[config.mk]
export PLATFORM = sky130hd
export DESIGN_NAME = kdop_datapath
export DESIGN_NICKNAME = d
export VERILOG_FILES = /design/src/rtl/kdop_pkg.sv /design/src/rtl/kdop_datapath.sv
export VERILOG_INCLUDE_DIRS = /design/src /design/src/rtl
export SDC_FILE = /design/constraint.sdc
export NUM_CORES = 2
export LEC_CHECK = 0
export ABC_CLOCK_PERIOD_IN_PS = 10000
export BUFFER_PORTS_ARGS = -buffer_cell sky130_fd_sc_hd__buf_2
export CAP_MARGIN = 10
export CORE_MARGIN = 2
export CORE_UTILIZATION = 35
export CTS_BUF_LIST = sky130_fd_sc_hd__clkbuf_8 sky130_fd_sc_hd__clkbuf_16
export CTS_CLUSTER_DIAMETER = 40
export DETAILED_ROUTE_END_ITERATION = 10
export GPL_ROUTABILITY_DRIVEN = 0
export SYNTH_ARGS = -nofsm -noshare
export SYNTH_HDL_FRONTEND = slang
export SYNTH_SLANG_ARGS = --single-unit
[constraint.sdc]
create_clock -name clk -period 10 [get_ports clk]
set_clock_uncertainty 0.15 [all_clocks]
set_input_delay 2 -clock clk [delete_from_list [all_inputs] [get_ports clk]]
set_output_delay 2 -clock clk [all_outputs]
set_load 0.05 [all_outputs]
[src/rtl/kdop_bounds_accumulate_test_macros.svh]
// Assertion shorthands for the k-DOP bounds block.
// Both expect clk and rst_n in scope.
`ifndef KDOP_BOUNDS_ACCUMULATE_TEST_MACROS_SVH
`define KDOP_BOUNDS_ACCUMULATE_TEST_MACROS_SVH

// Property checked at every edge outside reset.
`define KDOP_ASSERT(name, prop, msg) \
    name: assert property (@(posedge clk) disable iff (!rst_n) (prop)) \
        else $error(msg);

// Trigger at one edge implies consequence at the next.
`define KDOP_ASSERT_NEXT(name, trig, cons, msg) \
    name: assert property (@(posedge clk) disable iff (!rst_n) (trig) |=> (cons)) \
        else $error(msg);

`endif

[src/rtl/kdop_pkg.sv]
`timescale 1ns / 1ps
`default_nettype none
// ----------------------------------------------------------------------------
// kdop_pkg
// Shared widths, constants and types of the k-DOP bounds block.
// ----------------------------------------------------------------------------
package kdop_pkg;

    localparam int NUM_AXES_DEF = 7;
    localparam int MAX_AXES     = 8;

    localparam int KIND_W    = 2;
    localparam int COORD_W   = 16;
    localparam int AXIS_W    = 3;
    localparam int SLAB_W    = 34;
    localparam int PROD_W    = 32;
    localparam int NORM_W    = 48;
    localparam int CFG_IDX_W = 3;

    localparam logic signed [SLAB_W-1:0] SLAB_POS = {1'b0, {(SLAB_W-1){1'b1}}};
    localparam logic signed [SLAB_W-1:0] SLAB_NEG = {1'b1, {(SLAB_W-1){1'b0}}};

    typedef enum logic [KIND_W-1:0] {
        KIND_CLEAR = 2'd0,
        KIND_ADD   = 2'd1,
        KIND_MERGE = 2'd2,
        KIND_TEST  = 2'd3
    } kind_t;

    typedef enum logic [2:0] {
        ST_IDLE,
        ST_CLEAR,
        ST_MERGE,
        ST_TEST,
        ST_PROJ,
        ST_RESP
    } state_t;

    // controller -> datapath
    typedef struct packed {
        logic load;       // latch accepted item
        logic clear;      // empty all slabs
        logic merge;      // widen named slab by item interval
        logic test;       // overlap check on named slab
        logic mul_en;     // multiply stage, axis given by mul_idx
        logic upd_en;     // slab update from registered products
        logic resp_load;  // load output register
    } cmd_t;

    // datapath -> controller
    typedef struct packed {
        logic out_free;
    } stat_t;

endpackage
`default_nettype wire

[src/rtl/kdop_datapath.sv]
`timescale 1ns / 1ps
`default_nettype none
// ----------------------------------------------------------------------------
// kdop_datapath
// Normal registers, item latch, projection unit, slab lanes, output register.
// ----------------------------------------------------------------------------
`include "kdop_bounds_accumulate_test_macros.svh"

module kdop_datapath #(
    parameter int  NUM_AXES = kdop_pkg::NUM_AXES_DEF,
    localparam int IDX_W    = (NUM_AXES > 1) ? $clog2(NUM_AXES) : 1
) (
    input  wire                                    clk,
    input  wire                                    rst_n,
    input  wire                                    cfg_we,
    input  wire  [kdop_pkg::CFG_IDX_W-1:0]         cfg_index,
    input  wire  [kdop_pkg::NORM_W-1:0]            cfg_wdata,
    input  wire  signed [kdop_pkg::COORD_W-1:0]    vx,
    input  wire  signed [kdop_pkg::COORD_W-1:0]    vy,
    input  wire  signed [kdop_pkg::COORD_W-1:0]    vz,
    input  wire  [kdop_pkg::AXIS_W-1:0]            axis,
    input  wire  signed [kdop_pkg::SLAB_W-1:0]     other_min,
    input  wire  signed [kdop_pkg::SLAB_W-1:0]     other_max,
    input  wire                                    last,
    input  kdop_pkg::cmd_t                         cmd,
    input  wire  [IDX_W-1:0]                       mul_idx,
    output kdop_pkg::stat_t                        status,
    input  wire                                    out_ready,
    output logic                                   out_valid,
    output logic signed [kdop_pkg::SLAB_W-1:0]     slab_lo,
    output logic signed [kdop_pkg::SLAB_W-1:0]     slab_hi,
    output logic                                   hit,
    output logic                                   hit_valid
);

    localparam int SW = kdop_pkg::SLAB_W;
    localparam int CW = kdop_pkg::COORD_W;
    localparam int PW = kdop_pkg::PROD_W;

    // normals
    logic [kdop_pkg::NORM_W-1:0] normal_reg [NUM_AXES];

    always_ff @(posedge clk or negedge rst_n)
    begin
        if (!rst_n)
        begin
            for (int i = 0; i < NUM_AXES; i++)
            begin
                normal_reg[i] <= '0;
            end
        end
        else if (cfg_we &&
                 ({1'b0, cfg_index} < (kdop_pkg::CFG_IDX_W+1)'(NUM_AXES)))
        begin
            normal_reg[cfg_index[IDX_W-1:0]] <= cfg_wdata;
        end
    end

    // item latch
    logic signed [CW-1:0]             vx_reg, vy_reg, vz_reg;
    logic [kdop_pkg::AXIS_W-1:0]      axis_reg;
    logic signed [SW-1:0]             omin_reg, omax_reg;
    logic                             last_reg;

    always_ff @(posedge clk)
    begin
        if (cmd.load)
        begin
            vx_reg   <= vx;
            vy_reg   <= vy;
            vz_reg   <= vz;
            axis_reg <= axis;
            omin_reg <= other_min;
            omax_reg <= other_max;
            last_reg <= last;
        end
    end

    // projection: three products registered, summed in the update cycle
    logic [kdop_pkg::NORM_W-1:0] nsel;
    logic signed [CW-1:0]        nx, ny, nz;
    logic signed [PW-1:0]        px_reg, py_reg, pz_reg;
    logic [IDX_W-1:0]            pidx_reg;
    logic signed [SW-1:0]        proj;

    assign nsel = normal_reg[mul_idx];
    assign nx   = nsel[15:0];
    assign ny   = nsel[31:16];
    assign nz   = nsel[47:32];

    always_ff @(posedge clk)
    begin
        if (cmd.mul_en)
        begin
            px_reg   <= PW'(vx_reg) * PW'(nx);
            py_reg   <= PW'(vy_reg) * PW'(ny);
            pz_reg   <= PW'(vz_reg) * PW'(nz);
            pidx_reg <= mul_idx;
        end
    end

    assign proj = SW'(px_reg) + SW'(py_reg) + SW'(pz_reg);

    // slab lanes
    logic signed [SW-1:0] slab_min_reg [NUM_AXES];
    logic signed [SW-1:0] slab_max_reg [NUM_AXES];
    logic signed [SW-1:0] cand_lo, cand_hi;
    logic                 axis_ok;
    logic [IDX_W-1:0]     axis_idx;

    assign axis_ok  = {1'b0, axis_reg} < (kdop_pkg::AXIS_W+1)'(NUM_AXES);
    assign axis_idx = axis_reg[IDX_W-1:0];
    assign cand_lo  = cmd.upd_en ? proj : omin_reg;
    assign cand_hi  = cmd.upd_en ? proj : omax_reg;

    for (genvar g = 0; g < NUM_AXES; g++)
    begin : g_lane
        logic wr;

        assign wr = (cmd.upd_en && (pidx_reg == IDX_W'(g))) ||
                    (cmd.merge && axis_ok && (axis_idx == IDX_W'(g)));

        always_ff @(posedge clk or negedge rst_n)
        begin
            if (!rst_n)
            begin
                slab_min_reg[g] <= kdop_pkg::SLAB_POS;
                slab_max_reg[g] <= kdop_pkg::SLAB_NEG;
            end
            else if (cmd.clear)
            begin
                slab_min_reg[g] <= kdop_pkg::SLAB_POS;
                slab_max_reg[g] <= kdop_pkg::SLAB_NEG;
            end
            else if (wr)
            begin
                if (cand_lo < slab_min_reg[g])
                begin
                    slab_min_reg[g] <= cand_lo;
                end
                if (cand_hi > slab_max_reg[g])
                begin
                    slab_max_reg[g] <= cand_hi;
                end
            end
        end
    end

    // readback of the named slab; out-of-range axis reads empty
    logic signed [SW-1:0] rb_lo, rb_hi;
    logic                 ok;

    assign rb_lo = axis_ok ? slab_min_reg[axis_idx] : kdop_pkg::SLAB_POS;
    assign rb_hi = axis_ok ? slab_max_reg[axis_idx] : kdop_pkg::SLAB_NEG;
    assign ok    = !axis_ok || (!(omax_reg < rb_lo) && !(rb_hi < omin_reg));

    // run accumulation
    logic ovl_reg, res_hit_reg, res_hitv_reg;
    logic run;

    assign run = ovl_reg && ok;

    always_ff @(posedge clk or negedge rst_n)
    begin
        if (!rst_n)
        begin
            ovl_reg      <= 1'b1;
            res_hit_reg  <= 1'b0;
            res_hitv_reg <= 1'b0;
        end
        else if (cmd.load)
        begin
            res_hit_reg  <= 1'b0;
            res_hitv_reg <= 1'b0;
        end
        else if (cmd.test)
        begin
            if (last_reg)
            begin
                ovl_reg      <= 1'b1;
                res_hit_reg  <= run;
                res_hitv_reg <= 1'b1;
            end
            else
            begin
                ovl_reg <= run;
            end
        end
    end

    // output register
    logic                 out_valid_reg, hit_reg, hitv_reg;
    logic signed [SW-1:0] lo_reg, hi_reg;

    always_ff @(posedge clk or negedge rst_n)
    begin
        if (!rst_n)
        begin
            out_valid_reg <= 1'b0;
            hit_reg       <= 1'b0;
            hitv_reg      <= 1'b0;
        end
        else if (cmd.resp_load)
        begin
            out_valid_reg <= 1'b1;
            hit_reg       <= res_hit_reg;
            hitv_reg      <= res_hitv_reg;
        end
        else if (out_ready)
        begin
            out_valid_reg <= 1'b0;
        end
    end

    always_ff @(posedge clk)
    begin
        if (cmd.resp_load)
        begin
            lo_reg <= rb_lo;
            hi_reg <= rb_hi;
        end
    end

    assign status.out_free = !out_valid_reg || out_ready;
    assign out_valid       = out_valid_reg;
    assign slab_lo         = lo_reg;
    assign slab_hi         = hi_reg;
    assign hit             = hit_reg;
    assign hit_valid       = hitv_reg;

    `KDOP_ASSERT(a_hit_needs_valid, !hit_reg || hitv_reg, "hit set without hit_valid")
    `KDOP_ASSERT_NEXT(a_clear_empties, cmd.clear,
        (slab_min_reg[0] == kdop_pkg::SLAB_POS) && (slab_max_reg[0] == kdop_pkg::SLAB_NEG),
        "slab not empty after clear")
    `KDOP_ASSERT_NEXT(a_out_hold, out_valid_reg && !out_ready, out_valid_reg,
        "result dropped before acceptance")

endmodule
`default_nettype wire

# After elaboration in Yosys (flattened, before gate mapping)

Cells that the tools add are included.

Add/sub/neg operators: 2
$mul: 3
$lt $le $gt $ge: 22
Eq/ne operators: 12
Multiplexer cells: 67
Bitwise operators: 4
Reductions and logical operators: 74

Operators by type and width:

| cell                 | count |
|---|---|
| $mux W34             | 50 |
| $bwmux W336          | 1 |
| $lt A34 B34 Y1       | 9 |
| $gt A34 B34 Y1       | 7 |
| $bmux W34 S3         | 2 |
| $bmux W48 S3         | 1 |
| $demux W48 S3        | 1 |
| $mux W48             | 3 |
| $mul A16 B16 Y32     | 3 |
| $reduce_bool A2 Y1   | 24 |
| $add A33 B32 Y34     | 1 |
| $add A32 B32 Y33     | 1 |
| $reduce_and A2 Y1    | 16 |
| $logic_and A1 B1 Y1  | 19 |
| $eq A3 B3 Y1 const B | 6 |
| $eq A3 B2 Y1 const B | 4 |
| $ge A4 B4 Y1 const B | 3 |
| $not A3 Y4           | 3 |
| $logic_or A1 B1 Y1   | 9 |
| $mux W1              | 9 |
| $eq A3 B1 Y1 const B | 2 |
| $logic_not A3 Y1     | 2 |
| $lt A3 B3 Y1 const B | 2 |
| $logic_not A1 Y1     | 4 |
| 2 further kinds      | 2 |

Register bits: 1105
Output and inout port bits: 72
Logic and storage cells: 224

# Longest topological paths before layout

Depth after elaboration: 13
Mapped depth: 31
Gate-level depth less buffers: 26

# Least setup slack after synthesis

Ideal clock, no wire load.

Kind: in2reg
From: input mul_idx[0]
To: register pz_reg[31] (data pin)
Library setup time: 268 ps
Arrival: 9393 ps
Data required time: 9582 ps
Path slack: 189 ps
Cell stages on the path: 26
Buffers on the path: 4
Cells stage by stage: buf_2 -> buf_1 -> mux4_2 -> o21ai_0 -> clkbuf_1 -> nor2b_1 -> fa_1 -> inv_1 -> fa_1 -> fa_1 -> inv_1 -> fa_1 -> fa_1 -> inv_1 -> fa_1 -> inv_1 -> ha_1 -> clkbuf_1 -> a21oi_1 -> o21ai_0 -> a21o_1 -> a211o_1 -> o31a_1 -> a2111o_1 -> a2111oi_1 -> nor3b_1

Cells in the longest elaborated chain, start to end: 5

RTL lines:

| element                                     | RTL line            | source |
|---|---|---|
| from (decl)                                 | kdop_datapath.sv:26 | `input wire [IDX_W-1:0] mul_idx,` |
| $not A3 Y4 (implied by the code)            | kdop_datapath.sv:86 | `assign nsel = normal_reg[mul_idx];` |
| $bmux W48 S3                                | kdop_datapath.sv:86 |  |
| $mux W48 (implied by the code) (2 in a row) | kdop_datapath.sv:86 |  |
| $mul A16 B16 Y32                            | kdop_datapath.sv:97 | `pz_reg <= PW'(vz_reg) * PW'(nz);` |
| to (signal assigned)                        | kdop_datapath.sv:97 |  |
| to (decl)                                   | kdop_datapath.sv:82 | `logic signed [PW-1:0] px_reg, py_reg, pz_reg;` |

Every way passes these cells. The select of a mux whose other input is x is not followed.
A chain may end at the register's enable or synchronous reset.

# Worst setup path in the final report

Ends and elaborated chain as after synthesis.

==> results.md <==
* Status: finished, final reports clean
* Input/output buffers at 256
* Startpoint types: input port
* Delay-heaviest family, CP: adder cells
* CP max stage delay at 740 ps
* Die Wd at 519 um
* Syn nets at 10,500
* H-tree lvl count at 4
* Initial DRC count at 5,009
* Layout cells sized above 1 at 0.211
* Register area at 29,400 um^2
* Setup violations, final at 0
* Post-synthesis cell area at 92,700 um^2
* Post-synth top flop: dfrtp_1
* Core Box Area at 263,000 um^2
* Antenna violations before repair at 26
* Worst Reg-to-Reg Cells at 20
* RR Endpoint: slab_min_reg[84]
* Setup slack, reg-to-reg at 2130 ps
* Worst Hold Path EP: res_hitv_reg
* Detailed placement HPWL at 212,000 um
* Drt via density at 5.26
* Hold_buf cts at 0
* Total track usage at 0.207
* Antenna Nets Post-Route at 0
* Fillers at 25,400
* Number of synthesized flops with an enable pin at 287
* Syn Inst Count at 8,652
* Io pins at 257
* Vias in the first global route at 69,900
* Ys Warns at 0
* WL/cell at 22.2 um
* Hold Path Origin: res_hitv_reg
* Drt total wl at 281,000 um
* Final hold violations at 0
* Peak fanout along the critical path at 22
* Clk slew on worst S/H paths at 50 ps
* Worst EP required at 10,370 ps
* Full die area at 269,000 um^2
* Pin slew with the least headroom to its limit at 1290 ps
* Reg2Reg Launch Point: py_reg[1]
* Pin count of the biggest net entering global routing at 183
* Final nets at 10,800
* Period Utilization, post-route at 0.899
* Clk buf depth at 4
* Clk_lat worst skew at 920 ps
* GR Util met2 at 0.325
* Initial Util at 0.353
* Post-CTS setup buffer count at 0
* Die height at 519 um
* Largest register FFs at 336
* Core Rows at 188
* CTS buffer count at 210
* Slowest CP cell: fa_1
* Unrepaired setup endpoints after global routing: false
* Synth top area cells: fa_1 18%, dfrtp_1 16%, ha_1 11%
* Detailed Routing Iterations Pass 1 at 5
* CTS root buffer: clkbuf_16
* Max_cap viols at 0
* Avg Cell Area, Syn at 10.7 um^2
* Clock sink count at 1,105
* Hold Path Depth at 2
* Global-route met1 utilization at 0.277
* First-pass GRT wire length at 431,000 um
* Setup crit end kind: flip-flop
* Fmax at 111 MHz
* TritonCTS clock tree: done
* Arr. time, crit path at 9360 ps
* Top-area cell type share of the netlist area at 0.177
* Critical path class: input port to flip-flop
* Post-synth ARST share at 0.740
* Aggregate global routing overflow at 0
* Met3 Use GR at 0.0435
* Final Max Tran Viols at 0
* DRC Markers at 0
* Synth Register Bits at 1,105
* CP most frequent cell: fa_1
* Rel. slew slack at 0.119
* CP Buf/Inv Count at 6
* Vias at 66,500
* # resized after CTS at 0
* Tmin final at 8990 ps
* Multi-input logic area at 56,600 um^2
* Hold crit path type: flip-flop to flip-flop
* Number of distinct library cells after synthesis at 94
* Grt peak-use layer: met2
* Setup total negative slack at 0 ps
* Leading area contributor after synthesis: fa_1
* Register area share after synthesis at 0.317
* Syn-to-layout area delta at 14.2%
-- cells by family (layout without fill, tap and decap cells) --
kind of cell | Yosys count | count (layout) | share of synthesized area
compound gates | 1241 | 1241 | 0.0867
xor+xnor | 118 | 118 | 0.0111
fa+ha+maj | 1632 | 1632 | 0.287
buf+inv | 1802 | 2282 | 0.0745
flops | 1105 | 1105 | 0.317
mux | 948 | 948 | 0.128
other cells | 0 | 2 | 0
simple gates | 1806 | 1806 | 0.0964
-- area by class of cell --
type | count | share of cell area
Antenna cell | 2 | 0.0000473
Clock buffer | 228 | 0.0523
Clock inverter | 155 | 0.0162
Inverter | 1479 | 0.0524
Multi-Input combinational cell | 5745 | 0.534
Sequential cell | 1105 | 0.277
Tap cell | 3515 | 0.0415
Timing Repair Buffer | 420 | 0.0257
-- worst max path at each step --
stage / startpoint / to / slack, ps / cells after the start
CTS: mul_idx[0] / pz_reg[31] / 1110 / 25
finish: mul_idx[0] / pz_reg[31] / 1010 / 25
floorplan: mul_idx[0] / pz_reg[31] / 190 / 26
global route: mul_idx[0] / pz_reg[31] / 630 / 25
detailed placement: mul_idx[0] / pz_reg[31] / 250 / 25
global placement: mul_idx[0] / pz_reg[31] / 370 / 25
-- layout by cell type (no fill, tap or decap), types with 32 or more instances in the layout --
cell          n
nand2b_1     92
dfrtp_1     579
nor2_1      306
and2_1      141
nor2b_1     265
dfstp_2     239
mux4_2      116
a31oi_1      32
o21a_1       66
nand4_1      97
ha_1        813
xnor2_1      91
mux2i_1      97
buf_4       155
mux2_2      715
o211ai_1     57
nand2_1     593
a211oi_1     82
a21o_1      115
nor3_1       72
inv_1      1492
edfxtp_1    287
inv_6        36
a21oi_1     382
nand3_1      97
clkbuf_16   213
o21ai_0     231
buf_2       248
o221ai_1     46
fa_1        819
-- layer usage --
metal,wire [um],vias up
li1,-,29800
met1,120000,33700
met2,125000,2399
met3,22600,597
met4,13200,22
met5,151,-
-- through the flow --
| stage | worst slack [ps] | area [um^2] | cells | hold slack (ps) | util |
|---|---|---|---|---|---|
| floorplan | 189 | 92700 | 8652 | 307 | - |
| global placement | 366 | 98600 | 12300 | 325 | 0.375 |
| detailed placement | 250 | 98600 | 12300 | 336 | 0.375 |
| CTS | 1110 | 106000 | 12600 | 346 | 0.403 |
| global route | 629 | 106000 | 12600 | 360 | 0.403 |
| finish | 1010 | 106000 | 12600 | 343 | 0.403 |
-- tightest hold or removal path, stage by stage, from the launching register on --
cell,delay [ps]
dfrtp_1,340
a21oi_1,40
nor2_1,70
-- cell usage after synthesis, types with 9 or more instances --
cell,n
a2111oi_0,16
a211o_1,18
a211oi_1,82
a21o_1,115
a21oi_1,382
a221oi_1,11
a31oi_1,32
and2_1,142
and3_1,23
and4_1,9
buf_1,38
buf_2,60
clkbuf_1,212
dfrtp_1,579
dfstp_2,239
edfxtp_1,287
fa_1,819
ha_1,813
inv_1,1478
mux2_1,20
mux2_2,715
mux2i_1,97
mux4_2,116
nand2_1,593
nand2b_1,92
nand3_1,98
nand3b_1,11
nand4_1,97
nor2_1,306
nor2b_1,267
nor3_1,74
nor3b_1,9
nor4_1,18
o211ai_1,57
o21a_1,66
o21ai_0,251
o21bai_1,18
o221ai_1,46
o22ai_1,11
o31ai_1,27
or2_2,26
or3_1,17
xnor2_1,91
xor2_1,27
Power is not shown: default switching activity piles up to over one toggle a cycle in this logic, so the estimate is an artifact.
